--- src/rtl/core/ecc_sqrt.sv ---
// ----------------------------------------------------------------------------
// ecc_sqrt: digit-serial integer square root
// Takes a 64-bit radicand two bits a cycle from a shift register and builds
// the 32-bit floor root one bit a cycle.
// ----------------------------------------------------------------------------
module ecc_sqrt (
  input  logic        clk,
  input  logic        rst,
  input  logic        start,
  input  logic [63:0] rad,
  output logic        done,
  output logic [31:0] root
);

  logic        busy;
  logic [4:0]  cnt;
  logic [63:0] rs;
  logic [35:0] rem;
  logic [35:0] rem_n;
  logic [35:0] trial;
  logic        ge;

  assign rem_n = {rem[33:0], rs[63:62]};
  assign trial = {2'b00, root, 2'b01};
  assign ge    = (rem_n >= trial);

  // Sequence the 32 digit steps
  always_ff @(posedge clk) begin
    if (rst) begin
      busy <= 1'b0;
      done <= 1'b0;
      cnt  <= 5'd0;
    end else begin
      done <= 1'b0;
      if (start) begin
        busy <= 1'b1;
        cnt  <= 5'd0;
      end else if (busy) begin
        cnt <= cnt + 5'd1;
        if (cnt == 5'd31) begin
          busy <= 1'b0;
          done <= 1'b1;
        end
      end
    end
  end

  // Bring in two radicand bits, try the next root bit
  always_ff @(posedge clk) begin
    if (start) begin
      rs   <= rad;
      rem  <= 36'd0;
      root <= 32'd0;
    end else if (busy) begin
      rs   <= rs << 2;
      rem  <= ge ? (rem_n - trial) : rem_n;
      root <= {root[30:0], ge};
    end
  end

endmodule

--- config.mk ---
export PLATFORM = sky130hd
export DESIGN_NAME = ecc_sqrt
export DESIGN_NICKNAME = d
export VERILOG_FILES = /design/src/rtl/core/ecc_sqrt.sv
export SDC_FILE = /design/constraint.sdc
export NUM_CORES = 1
export LEC_CHECK = 0
export BUFFER_PORTS_ARGS = -buffer_cell sky130_fd_sc_hd__buf_2
export CAP_MARGIN = 20
export CORE_MARGIN = 3
export CORE_UTILIZATION = 30
export CTS_CLUSTER_DIAMETER = 60
export CTS_CLUSTER_SIZE = 28
export DETAILED_ROUTE_END_ITERATION = 10
export REMOVE_ABC_BUFFERS = 1
export SLEW_MARGIN = 20
export SYNTH_ARGS = -nofsm -noshare
export SYNTH_HDL_FRONTEND = slang
export SYNTH_SLANG_ARGS = --single-unit
export TNS_END_PERCENT = 30
--- constraint.sdc ---
create_clock -name clk -period 6.8 [get_ports clk]
set_clock_uncertainty 0.2 [all_clocks]
set_input_delay 0.34 -clock clk [delete_from_list [all_inputs] [get_ports clk]]
set_output_delay 0.34 -clock clk [all_outputs]
set_load 0.1 [all_outputs]
==> results.cfg <==
[outcome]
status = finished clean

[grt]
grt_overflow = 0
grt_pass1_wl_um = 28400
grt_usage = 0.130
antenna_found_initial = 5
grt_pass1_vias = 5635
grt_max_degree = 81

[clock_tree]
root_buffer = clkbuf_16
cts.path.max_buffers = 2
path_clk_slew_ns = 0.07
cts_setup_buffers = 0
htreeDepth = 4
clkLatencyLatePin_ns = 0.43
cts_tree = done
clkSinkCount = 137
cts_buffers = 17

[setup_path]
slowest_delay_ns = 0.58
crit_path_end_kind = flop
cp_slowest_cell = and2_4
crit_chain = inv_1 > ha_1 > nor2b_1 > o2111ai_1 > o21ai_2 > a311oi_4 > o221ai_2 > o21ai_4 > and2_4 > nand2b_1 > o221ai_1
critPathTopFamily = compound AO/OA/AOI/OAI gates
critPathMaxFanout = 38
crit_buf_inv = 1
start_kind = flop
critPathKind = flop to flop
cp.required_ns = 6.88
crit_arrival_ns = 3.72

[routing]
m1WireLength_um = 7880
avgViaCountPerCell = 4.87
wl_met3_um = 1310
dr_total_vias = 5677
routed_wl_um = 17000
wl_met2_um = 7580
postRouteAntennaNets = 0
firstDrtPassIters = 5
post-route-drc-count = 0
wire_per_inst_um = 14.6
first_iter_violations = 327
routed.top_layer = met5

[finish]
syn2layout_area_growth_pct = 21.0
layout-drive-gt1-share = 0.244
fin_area_mm2 = 0.00910
fin_nets = 931

[placement]
dpl.hpwl_um = 11700
numPortBuffers = 99
gp_congestion = 0.798
placed_area_mm2 = 0.00824

[sta]
drv_slew = 0
finalHoldViolCount = 0
finalSetupViolCount = 0
fmax_mhz = 275
tightestPinTransition_ns = 0.937
period_share = 0.534
maxSlewHeadroom = 0.375
rsz0062_at_grt = false
setup_tns_ns = 0
finalCriticalPeriod_ns = 3.63

[synth]
synth_edf_count = 64
yosys_warnings = 0
ys_ff_latch = 137
postSynthCellCount = 721
synth-async-reset-ratio = 0
netlist_area_mm2 = 0.00752
synth-seq-area-share = 0.450
ys.flop_type = dfxtp_1
syn_avg_cell_area_um2 = 10.4
ys_types = 57

[power]
pwr_density_cell_mw_per_mm2 = 406
vdd_ir_drop_max_v = 0.000230
leakage_nw = 3.69

[hold_path]
hp-class = input port to flop

[floorplan]
die_w_um = 164
start_util = 0.307
dieArea_mm2 = 0.0270
io_pins = 100
coreArea_mm2 = 0.0245
rows = 57
die_y_um = 164

[run]
maxCapViolCount = 0
## cell usage in the layout (no fill, tap or decap), types with 17 or more instances in the layout
cell type,count
o21ai_0,27
dfxtp_1,72
nand2_1,28
a21o_1,23
buf_2,98
mux2i_1,51
nor2_1,71
a21oi_1,39
dlygate4sd3_1,27
edfxtp_1,64
clkbuf_16,17
mux2_2,63
xnor2_1,19
a211oi_1,26
ha_1,36
inv_1,43
## final cells by class
| class | instances | area, µm² |
|---|---|---|
| inverter | 44 | 165 |
| clock buffer | 17 | 425 |
| antenna | 1 | 2.50 |
| timing repair buffer | 129 | 791 |
| clock inverter | 15 | 160 |
| tap | 324 | 405 |
| sequential | 137 | 3390 |
| fill | 2425 | 15400 |
| multi-input combinational | 499 | 3760 |
## power by group
part	switching, W	total (W)	leakage [nW]	internal, W
Combinational	0.000959	0.00171	2.16	0.000746
Sequential	0.0000769	0.00105	1.24	0.000978
Clock	0.000387	0.000935	0.290	0.000548
## synth_stat cells (all sizes together) (8+ instances only)
master	n	area [µm²]
a211oi	26	195
a21o	23	173
a21oi	39	195
buf	15	108
clkbuf	26	98.8
dfxtp	73	1460
edfxtp	64	1920
ha	36	450
inv	44	165
mux2	63	709
mux2i	51	510
nand2	28	105
nand3	13	65.1
nand4	8	50.1
nor2	71	267
nor3	13	65.1
o21ai	29	160
xnor2	19	166
xor2	10	87.6
## logic make-up after synthesis
kind of cell	synth area share
AOI/OAI and AO/OA	0.144
DFF	0.450
buffers and inverters	0.0494
xor gates and xnor gates	0.0338
muxes	0.162
and+or+nand+nor	0.101
adders and majority gates	0.0599
## stage by stage
stage / total power [W] / setup slack (ns) / hold slack (ns) / util / std cells
floorplan: 0.00239 / 1.93 / 0.209 / - / 680
global placement: 0.00274 / 3.22 / 0.283 / 0.337 / 1106
detailed placement: 0.00275 / 3.17 / 0.284 / 0.337 / 1106
CTS: 0.00372 / 3.13 / 0.00156 / 0.372 / 1165
global route: 0.00396 / 2.92 / 0.00326 / 0.372 / 1166
finish: 0.00369 / 3.17 / 0.0232 / 0.372 / 1166
## layer usage
metal  track usage  up-vias
met1         0.168     2667
met4        0.0319        8
met3        0.0560       23
met5             0        -
met2         0.201      130
li1              -     2849
## timing repair
action | CTS | global route
hold endpoints to repair | 33 | 0
gates resized for setup | 0 | 0
hold buffers | 27 | 0
## final timing paths
check | start | endpoint | slack, ns | depth (start not counted)
setup / recovery | root[0]$_SDFFE_PP0P_ | rem[29]$_SDFFE_PP0P_ | 3.17 | 11
hold / removal | rad[34] | rs[34]$_DFFE_PP_ | 0.02 | 2
setup reg to reg | root[0]$_SDFFE_PP0P_ | rem[29]$_SDFFE_PP0P_ | 3.17 | 11
hold reg to reg | rem[6]$_SDFFE_PP0P_ | rem[6]$_SDFFE_PP0P_ | 0.30 | 2
## flip-flops by register name, summed over array words and instances (netlist names)
| register | flops |
|---|---|
| rem | 34 |
| root | 32 |
| rs | 64 |
| cnt | 5 |
| done | 1 |
| busy | 1 |
## worst reg2reg max path: cells and delay by family, from the launching register on
family / cells / cell delay (ns)
fa+ha+maj: 1 / 0.34
flops: 1 / 0.41
buf+inv: 1 / 0.07
compound gates: 6 / 1.43
simple gates: 3 / 1.05
No activity file was read; power rests on OpenSTA's default activity.
