==> src/rtl/core/ecc_div.sv <==
// ----------------------------------------------------------------------------
// ecc_div: bit-serial divider for calibration progress
// Restoring division, one quotient bit a cycle; the quotient is known to be
// below 128, so seven quotient bits cover it.
// ----------------------------------------------------------------------------
module ecc_div (
  input  logic        clk,
  input  logic        rst,
  input  logic        start,
  input  logic [22:0] num,
  input  logic [15:0] den,
  output logic        done,
  output logic [6:0]  quo
);

  logic        busy;
  logic [2:0]  cnt;
  logic [22:0] r;
  logic [21:0] ds;
  logic        ge;

  assign ge = (r >= {1'b0, ds});

  // Sequence the seven steps
  always_ff @(posedge clk) begin
    if (rst) begin
      busy <= 1'b0;
      done <= 1'b0;
      cnt  <= 3'd0;
    end else begin
      done <= 1'b0;
      if (start) begin
        busy <= 1'b1;
        cnt  <= 3'd0;
      end else if (busy) begin
        cnt <= cnt + 3'd1;
        if (cnt == 3'd6) begin
          busy <= 1'b0;
          done <= 1'b1;
        end
      end
    end
  end

  // Subtract the shifted divisor where it fits, shift in the quotient bit
  always_ff @(posedge clk) begin
    if (start) begin
      r   <= num;
      ds  <= {den, 6'b0};
      quo <= 7'd0;
    end else if (busy) begin
      if (ge) begin
        r <= r - {1'b0, ds};
      end
      quo <= {quo[5:0], ge};
      ds  <= ds >> 1;
    end
  end

endmodule

==> config.mk <==
export PLATFORM = sky130hd
export DESIGN_NAME = ecc_div
export DESIGN_NICKNAME = d
export VERILOG_FILES = /design/src/rtl/core/ecc_div.sv
export SDC_FILE = /design/constraint.sdc
export NUM_CORES = 1
export LEC_CHECK = 0
export ABC_AREA = 1
export BUFFER_PORTS_ARGS = -buffer_cell sky130_fd_sc_hd__buf_2
export CAP_MARGIN = 15
export CORE_UTILIZATION = 35
export DETAILED_ROUTE_END_ITERATION = 10
export PLACE_DENSITY = 0.58
export SLEW_MARGIN = 5
export SYNTH_ARGS = -nofsm -noshare
export SYNTH_HDL_FRONTEND = slang
export SYNTH_SLANG_ARGS = --single-unit
==> constraint.sdc <==
create_clock -name clk -period 6.5 [get_ports clk]
set_input_delay 0 -clock clk [delete_from_list [all_inputs] [get_ports clk]]
set_output_delay 0 -clock clk [all_outputs]
set_load 0.02 [all_outputs]
==> run_results.csv, run 1 <==
group,metric,value,unit
setup_path,worstReg2RegEnd,"r[11]",
sta,period_share,39.4,%
finish,fillers,1149,
die,io-pin-count,50,
synthesis,postSynthAreaPerCell,6.96,sq um
route,postRouteAntennaNets,0,
route,avgViaCountPerCell,4.68,
sta,worstMarginPinSlew,1080,ps
cts,cts.repair.resized,0,
cts,post_cts_buffers,0,
setup_path,reg2reg_setup_slack,3940,ps
finish,mostFrequentLayoutCells,"nand2_1, inv_1, buf_2",
route,drcViolationCount,0,
power_and_ir_drop,power,1.55,mW
setup_path,cp_slowest_cell,"nand2_1",
sta,maxSlewViolCount,0,
run,cap_viol_max_count,0,
finish,final_common_cell,"nand2_1",
synthesis,synth_nets,644,
cts,clk_pin_slew,50,ps
route,drt-pass1-iter-count,4,
setup_path,r2r_start,"r[19]",
sta,skew,7.63,ps
cts,htreeDepth,3,
route,drt_iter0_markers,143,
setup_path,path_cells,"ha_1 > nand2_1 > nor3_1 > nand2_1 > nor2_1 > nand2_1 > nand4_1 > nand2_1 > nand2_1 > buf_16",
min_path,whs_endpoint,"ds[9]",
die,placementRows,38,
min_path,whs_path_depth,3,
placement,dp_hpwl,7.74,mm
sta,hold_viol,1,
placement,io_buffers,49,
synthesis,syn_inst,577,
synthesis,async_flop_share,0,%
sta,fmax,390,MHz
placement,gp_congestion,0.861,
sta,layout_min_cycle_time,2560,ps
global_route,grt_pass1_vias,3763,
die,coreArea,11000,sq um
synthesis,syn_area,4010,sq um
cts,cts_root_buffer,"clkbuf_16",
global_route,overflow,0,
synthesis,ys_ff_latch,57,
finish,synthToLayoutAreaGrowth,27.8,%
synthesis,ys.warnings.count,0,
status,outcome,"complete, but fails checks",
setup_path,required,6540,ps
setup_path,critPathArrivalTime,2600,ps
cts,worstSkewPairLatency,330,ps
die,die_w,109,um
status,violations,"negative hold slack",
global_route,antenna_found_initial,0,
setup_path,path_class,"reg -> reg",
sta,tns,0,ps
die,start_util,36.5,%
sta,relSlewSlack,27.6,%
synthesis,yosys.cell_types.count,32,
setup_path,cpMostUsedCell,"nand2_1",
cts,clockBufferDepth,2,
setup_path,start_kind,"flop",
finish,nNetsFinal,733,
sta,setup_violations,0,
setup_path,end_kind,"flop",
die,die_h,109,um
route,wl_per_cell,13.2,um
global_route,grt_use_total,19.3,%
setup_path,max_stage_delay,410,ps
finish,drive_above_1_share,14.3,%
cts,cts_tree,"yes",
synthesis,ys_seq_area_share,38.2,%
synthesis,synth_edf_count,39,
power_and_ir_drop,p_leak,2.58,nW
min_path,hold_path.class,"in -> reg",
cts,clock_sinks,57,
power_and_ir_drop,vdd_drop_max,0.133,mV
cts,numCtsBuffers,9,
global_route,grt_pass1_wl,17.6,mm
global_route,grt_max_degree,47,
sta,hold_slack,-8.73,ps
synthesis,synth_flop_cell,"edfxtp_1",
route,wirelength,10.7,mm
setup_path,cp_max_fo,15,
finish,diodes,0,
power_and_ir_drop,powerDensity,303,nW/um^2
setup_path,reg2reg_depth,10,
sta,rsz0062_at_grt,"false",
min_path,holdCritStartpoint,"den[3]",
route,num_vias,3798,
die,dieArea,11900,sq um
==> per-layer routing <==
| metal | routed length (um) | part of all wire (%) | up-vias | global-route usage (%) |
|---|---|---|---|---|
| li1 | - | - | 1994 | - |
| met1 | 5030 | 47 | 1729 | 24.9 |
| met2 | 5160 | 48 | 66 | 33.1 |
| met3 | 390 | 3.7 | 9 | 2.87 |
| met4 | 93 | 0.87 | 0 | 5.60 |
| met5 | 0 | 0 | - | 0 |
==> per-stage QoR <==
step / setup WS [ps] / area [sq um] / cells / util [%]
6_report: 3940 / 5130 / 811 / 46.7
5_1_grt: 3690 / 5130 / 811 / 46.7
3_3_place_gp: 3660 / 4380 / 755 / 39.9
3_5_place_dp: 3590 / 4380 / 755 / 39.9
4_1_cts: 3560 / 5100 / 810 / 46.5
2_1_floorplan: 4280 / 4010 / 577 / -
==> cell type report <==
cell class | instances | area, sq um | area share, %
timing repair buffer | 89 | 663 | 12.9
tap | 140 | 175 | 3.41
sequential | 57 | 1530 | 29.9
clock inverter | 5 | 57.6 | 1.12
multi-input combinational | 403 | 2030 | 39.6
inverter | 106 | 398 | 7.76
clock buffer | 11 | 275 | 5.37
==> flip-flops by register name, indices dropped and copies added, names as in the netlist <==
| signal | cells |
|---|---|
| r | 23 |
| ds | 22 |
| quo | 7 |
| cnt | 3 |
| busy | 1 |
| done | 1 |
==> report_power, final <==
| part | internal, mW | total [mW] | leakage [nW] | switching [mW] |
|---|---|---|---|---|
| logic | 0.206 | 0.571 | 1.87 | 0.364 |
| registers | 0.446 | 0.462 | 0.547 | 0.0169 |
| clock network | 0.343 | 0.519 | 0.162 | 0.176 |
| total | 0.995 | 1.55 | 2.58 | 0.557 |
==> logic make-up (layout without fill, tap and decap cells) <==
family	count (synthesis)	after routing	synth area share, %
adders and majority gates	25	25	7.98
buffers and inverters	117	211	11.3
AOI/OAI and AO/OA	51	51	6.95
xor gates and xnor gates	1	1	0.218
and+or+nand+nor	326	326	35.4
DFF	57	57	38.2
==> Yosys cell counts, drive strengths merged (4+ instances only) <==
| cell type | number | area [sq um] |
|---|---|---|
| a21oi | 16 | 87.6 |
| buf | 7 | 40.0 |
| clkbuf | 4 | 15.0 |
| dfxtp | 18 | 360 |
| edfxtp | 39 | 1170 |
| ha | 24 | 300 |
| inv | 106 | 398 |
| nand2 | 229 | 887 |
| nand3 | 37 | 195 |
| nand3b | 7 | 52.6 |
| nand4 | 6 | 37.5 |
| nor2 | 33 | 164 |
| nor3 | 5 | 25.0 |
| o21ai | 24 | 120 |
| o22ai | 9 | 56.3 |
| or2 | 7 | 43.8 |
==> worst max-delay path by stage <==
stage	slack, ps	depth (start not counted)	startpoint	end
after floorplan	4280	11	r[12]	r[0]
after global placement	3660	9	r[19]	r[18]
after detailed placement	3590	10	ds[19]	r[15]
after CTS	3560	9	r[19]	r[11]
after global routing	3690	11	ds[19]	r[11]
final	3940	10	r[19]	r[11]
==> worst max-delay path: cells and delay by family (launching register included) <==
family | cells | cell delay [ps]
simple gates | 8 | 1270
fa+ha+maj | 1 | 400
buf+inv | 1 | 230
flops | 1 | 360
==> timing repair <==
| item | CTS | global route |
|---|---|---|
| endpoints found under the hold margin | 43 | 0 |
| endpoints found under the setup margin | 0 | 0 |
| hold buffers | 39 | 0 |
Note: power is estimated with default switching activity, not from simulation.
==> run 2: changes to the inputs <==
--- a/config.mk
+++ b/config.mk
@@ -5,12 +5,12 @@
 export SDC_FILE = /design/constraint.sdc
 export NUM_CORES = 1
 export LEC_CHECK = 0
-export ABC_AREA = 1
+export ABC_AREA = 0
 export BUFFER_PORTS_ARGS = -buffer_cell sky130_fd_sc_hd__buf_2
 export CAP_MARGIN = 15
 export CORE_UTILIZATION = 35
 export DETAILED_ROUTE_END_ITERATION = 10
-export PLACE_DENSITY = 0.58
+export PLACE_DENSITY = 0.6
 export SLEW_MARGIN = 5
 export SYNTH_ARGS = -nofsm -noshare
 export SYNTH_HDL_FRONTEND = slang
==> constraint.sdc (replaced) <==
create_clock -name clk -period 2.3 [get_ports clk]
set_input_delay 0 -clock clk [delete_from_list [all_inputs] [get_ports clk]]
set_output_delay 0 -clock clk [all_outputs]
set_load 0.02 [all_outputs]
==> run 2 against run 1 <==
  * The flow finishes with violations (negative setup slack)
  * Global-route usage rose by 0.36 points
  * Clock-buffer cell count rose by 4
  * Critical path depth down 1
  * Cell area grew 6.6%
  * Critical endpoint is now r[18]
==> run_results.csv, run 2 <==
group,metric,value,unit
global_route,grt_pass1_vias,3263,
finish,finish.instance_area,5470,sq um
synthesis,synth_nets,466,
cts,clockBufferDepth,2,
setup_path,critPathArrivalTime,2750,ps
cts,worstSkewPairLatency,350,ps
power_and_ir_drop,power,5.10,mW
setup_path,max_stage_delay,420,ps
setup_path,cp-startpoint,"r[1]",
sta,period_share,115,%
sta,fmax,377,MHz
power_and_ir_drop,p_leak,2.38,nW
synthesis,ys_seq_area_share,42.6,%
finish,seq_area,1530,sq um
synthesis,syn_area,3600,sq um
power_and_ir_drop,vdd_drop_max,0.370,mV
cts,numCtsBuffers,9,
synthesis,ys_ff_latch,57,
sta,layout_min_cycle_time,2650,ps
synthesis,syn_inst,399,
setup_path,path_class,"reg -> reg",
finish,final_common_cell,"buf_4",
min_path,hold_path.class,"in -> reg",
placement,place_area,4600,sq um
synthesis,postSynthAreaPerCell,9.01,sq um
global_route,grt_max_degree,52,
global_route,grt_pass1_wl,15.6,mm
setup_path,end_kind,"flop",
placement,dp_slack,-317,ps
sta,hold_viol,0,
sta,setup_violations,38,
finish,largest_register_ff_count,23,
power_and_ir_drop,powerDensity,934,nW/um^2
placement,io_buffers,49,
synthesis,ys.warnings.count,0,
finish,regMostFlops,"r",
setup_path,worstReg2RegEnd,"r[18]",
cts,cts_tree,"yes",
setup_path,required,2400,ps
die,io-pin-count,50,
sta,rsz0062_at_grt,"true",
route,wl_per_cell,14.0,um
setup_path,cp_slowest_cell,"edfxtp_1",
synthesis,synth_common_cells,"nand2_1, edfxtp_1, o21ai_0, nor2_1, inv_1",
setup_path,path_delay_family,"compound AO/OA/AOI/OAI gates",
synthesis,yosys.cell_types.count,54,
setup_path,cp-endpoint,"r[18]",
cts,cts_root_buffer,"clkbuf_8",
finish,fillers,894,
synthesis,async_flop_share,0,%
sta,tns,-9730,ps
setup_path,cp.depth,9,
die,placementRows,36,
finish,multi_input_area,2060,sq um
placement,dp_hpwl,6.96,mm
route,drcViolationCount,0,
synthesis,synth.top_cell.area_share,32.6,%
die,die_h,103,um
sta,worst_slack,-355,ps
synthesis,synth_most_common_cell,"nand2_1",
global_route,overflow,0,
sta,skew,12.1,ps
placement,gp_congestion,0.870,
route,drt_iter0_markers,143,
finish,reg.largest.list,"r x23, ds x22, quo x7",
synthesis,synth_edf_count,39,
route,wirelength,9.91,mm
setup_path,path_cells,"buf_4 > fa_2 > a21o_1 > a221oi_2 > o211ai_2 > a31oi_4 > o31ai_2 > xor2_1 > mux2_4",
setup_path,reg2reg_setup_slack,-350,ps
sta,relSlewSlack,68.4,%
setup_path,r2r_start,"r[1]",
finish,drive_above_1_share,33.3,%
die,dieArea,10700,sq um
finish,diodes,0,
die,die_w,103,um
sta,worstMarginPinSlew,473,ps
status,violations,"negative setup slack",
route,num_vias,3472,
status,outcome,"complete, but fails checks",
finish,synthToLayoutAreaGrowth,52.1,%
cts,clk_pin_slew,70,ps
cts,htreeDepth,3,
sta,hold_slack,54.8,ps
die,start_util,36.5,%
global_route,grt_use_total,19.6,%
cts,clock_sinks,57,
setup_path,cp_max_fo,3,
setup_path,start_kind,"flop",
sta,maxSlewViolCount,0,
global_route,antenna_found_initial,0,
setup_path,path_buf_inv,1,
route,postRouteAntennaNets,0,
run,cap_viol_max_count,0,
synthesis,yosysTopAreaCell,"edfxtp_1",
route,drt-pass1-iter-count,5,
setup_path,reg2reg_depth,9,
synthesis,synth_flop_cell,"edfxtp_1",
finish,nNetsFinal,635,
die,coreArea,9860,sq um
finish,mostFrequentLayoutCells,"buf_4, nand2_1, buf_2",
synthesis,netlist_top_cells_area,"edfxtp_1, dfxtp_1, ha_1, nand2_1, o21ai_0",
route,avgViaCountPerCell,4.92,
run 2: cell types whose count changed after synthesis, moves of 8 or more:
cell / change
nand2_1: -150
inv_1: -74
nand3_1: -31
clkbuf_1: +15
mux2i_1: +12
nand2_2: -11
o21ai_0: +11
a21o_1: +8
xnor2_1: +8
run 2: cell families (layout without fill, tap and decap cells):
group,Yosys count,in the layout,share of synthesized area [%]
AOI/OAI and AO/OA,104,104,18.8
xor gates and xnor gates,16,16,3.90
adders and majority gates,25,25,8.91
buffers and inverters,49,223,5.11
DFF,57,57,42.6
muxes,15,15,4.28
and+or+nand+nor,133,133,16.5
run 2: where the power goes:
group | internal [mW] | switching [mW] | leakage [nW]
logic | 1.40 | 1.29 | 1.72
registers | 1.32 | 0.0927 | 0.547
clock network | 0.581 | 0.416 | 0.110
run 2: per-stage QoR:
step | utilization (%) | std cells
detailed placement | 46.6 | 640
CTS | 54.1 | 700
global route | 55.4 | 706
floorplan | - | 399
finish | 55.4 | 706
global placement | 46.6 | 640
run 2: worst min-delay path by stage:
stage,cells after the start,from,to
final,3,num[17],r[17]
after global routing,3,num[17],r[17]
after CTS,3,num[17],r[17]
after detailed placement,2,rst,busy
after global placement,2,rst,busy
after floorplan,1,rst,busy
run 2: what timing repair did:
action	CTS	global route
gates cloned	1	0
setup buffers	6	6
pin swaps	16	21
hold buffers	37	0
gates resized for setup	21	24
setup endpoints to repair	36	42
hold endpoints to repair	41	0
run 2: layout make-up:
type	count	area share [%]
clock inverter	1	0.0915
multi-input combinational	293	37.7
tap	133	3.04
clock buffer	15	3.82
inverter	29	1.99
sequential	57	28.0
timing repair buffer	178	25.4
run 2: per-layer routing:
layer | global-route usage (%) | vias to the layer above | share of wire (%)
met4 | 7.26 | 0 | 1.7
met3 | 3.23 | 15 | 3.7
li1 | - | 1763 | -
met1 | 27.4 | 1602 | 48
met2 | 30.5 | 92 | 46
met5 | 0 | - | 0
run 2: tightest hold or removal path, delay by kind of cell:
family / cells / cell delay [ps]
buf+inv: 1 / 70
simple gates: 1 / 140
compound gates: 1 / 60
==> run 3: changes to the inputs <==
--- a/config.mk
+++ b/config.mk
@@ -11,6 +11,7 @@
 export CORE_UTILIZATION = 35
 export DETAILED_ROUTE_END_ITERATION = 10
 export PLACE_DENSITY = 0.6
+export RECOVER_POWER = 100
 export SLEW_MARGIN = 5
 export SYNTH_ARGS = -nofsm -noshare
 export SYNTH_HDL_FRONTEND = slang
==> run 3 against run 2 <==
  * The run still ends with negative setup slack left
  * Register-to-register slack about the same
  * Clock power barely moved
  * Via count decreased by 0.32%
  * Maximum frequency hardly changed
  * First-iteration DRC count unchanged
  * Sequential share of layout area up 0.071 points
  * Cell count unchanged
==> run_results.csv, run 3 (synthesized netlist as in run 2, its figures left out) <==
group,metric,value,unit
finish,diodes,0,
cts,numCtsBuffers,9,
min_path,whs_path_depth,3,
die,io-pin-count,50,
finish,reg.largest.list,"r x23, ds x22, quo x7",
global_route,antenna_found_initial,0,
finish,drive_above_1_share,31.8,%
global_route,grt_max_degree,52,
run,cap_viol_max_count,0,
global_route,grt_pass1_wl,15.6,mm
setup_path,reg2reg_depth,9,
finish,fillers,899,
setup_path,end_kind,"flop",
finish,final_common_cell,"buf_4",
placement,place_area,4600,sq um
status,violations,"negative setup slack",
power_and_ir_drop,powerDensity,935,nW/um^2
setup_path,worstReg2RegEnd,"r[18]",
finish,mostFrequentLayoutCells,"buf_4, nand2_1, buf_2",
sta,worst_slack,-352,ps
die,die_h,103,um
sta,tns,-9770,ps
cts,cts_tree,"yes",
sta,setup_violations,38,
route,num_vias,3461,
cts,clockBufferDepth,2,
finish,largest_register_ff_count,23,
route,drcViolationCount,0,
power_and_ir_drop,vdd_drop_max,0.370,mV
finish,synthToLayoutAreaGrowth,51.7,%
setup_path,cp_max_fo,3,
setup_path,start_kind,"flop",
sta,maxSlewViolCount,0,
placement,io_buffers,49,
min_path,whs_endpoint,"r[17]",
cts,clk_pin_slew,70,ps
sta,hold_viol,0,
cts,worstSkewPairLatency,350,ps
sta,fmax,377,MHz
route,drt_iter0_markers,143,
sta,skew,12.0,ps
die,die_w,103,um
status,outcome,"complete, but fails checks",
route,wl_per_cell,14.0,um
route,postRouteAntennaNets,0,
sta,hold_slack,54.4,ps
route,avgViaCountPerCell,4.90,
global_route,overflow,0,
cts,cts_root_buffer,"clkbuf_8",
sta,worstMarginPinSlew,551,ps
setup_path,path_class,"reg -> reg",
placement,gp_congestion,0.870,
global_route,grt_use_total,19.6,%
finish,regMostFlops,"r",
sta,layout_min_cycle_time,2650,ps
sta,period_share,115,%
min_path,holdCritStartpoint,"num[17]",
setup_path,r2r_start,"r[1]",
cts,htreeDepth,3,
route,wirelength,9.88,mm
die,dieArea,10700,sq um
sta,rsz0062_at_grt,"true",
die,start_util,36.5,%
finish,finish.instance_area,5450,sq um
route,drt-pass1-iter-count,5,
cts,clock_sinks,57,
power_and_ir_drop,p_leak,2.34,nW
setup_path,critPathArrivalTime,2750,ps
min_path,hold_path.class,"in -> reg",
die,coreArea,9860,sq um
finish,nNetsFinal,635,
global_route,grt_pass1_vias,3263,
die,placementRows,36,
sta,relSlewSlack,63.3,%
power_and_ir_drop,power,5.10,mW
setup_path,reg2reg_setup_slack,-350,ps
placement,dp_hpwl,6.96,mm
finish,fin_util,55.3,%
setup_path,required,2400,ps
[run 3: changes by cell type in the layout (fill, tap and decap cells not counted)]
cell      delta
buf_2        -8
clkbuf_1     +9
buf_4        -1
[run 3: worst max-delay path, cell delays in order (launching register included)]
cell      delay, ps
edfxtp_1        420
buf_4           160
fa_2            390
a21o_1          200
a221oi_2        300
o211ai_2        180
a31oi_4         240
o31ai_2          80
xor2_1          170
mux2_4          260
[run 3: metrics by stage]
step | worst slack [ps] | std cells
2_1_floorplan | -222 | 399
3_3_place_gp | -253 | 640
3_5_place_dp | -317 | 640
4_1_cts | -330 | 700
5_1_grt | -476 | 706
6_report | -352 | 706
[run 3: how the worst max path moves through the flow]
| stage | slack [ps] | to | from | depth (start not counted) |
|---|---|---|---|---|
| 6_report | -350 | r[18] | r[1] | 9 |
| 5_1_grt | -480 | r[18] | r[0] | 11 |
| 4_1_cts | -330 | r[20] | r[0] | 11 |
| 3_5_place_dp | -320 | r[18] | r[0] | 11 |
| 3_3_place_gp | -250 | r[20] | r[0] | 11 |
| 2_1_floorplan | -220 | r[18] | r[0] | 11 |
[run 3: timing repair]
item	in CTS	in global routing
hold buffers	37	0
gates cloned	1	0
setup buffers	6	6
endpoints found under the hold margin	41	0
endpoints found under the setup margin	36	42
pin swaps	16	21
resized for setup	21	24
[run 3: cell type report]
class	instances	area [sq um]	area share, %
Clock inverter	1	5.00	0.0918
Sequential cell	57	1530	28.1
Tap cell	133	166	3.05
Clock buffer	15	209	3.83
Timing Repair Buffer	178	1370	25.2
Multi-Input combinational cell	293	2060	37.8
Inverter	29	109	2.00
[run 3: power by group]
part / switching [mW] / leakage (nW) / internal (mW)
registers: 0.0930 / 0.547 / 1.32
clock network: 0.415 / 0.110 / 0.581
logic: 1.29 / 1.69 / 1.40
total: 1.80 / 2.34 / 3.30
[run 3: routing by layer]
layer	vias up	part of all wire, %	wire [um]	GRT usage [%]
met5	-	0	0	0
met4	0	1.7	170	7.26
met3	15	3.6	358	3.23
met2	84	46	4590	30.5
met1	1596	48	4760	27.4
li1	1766	-	-	-
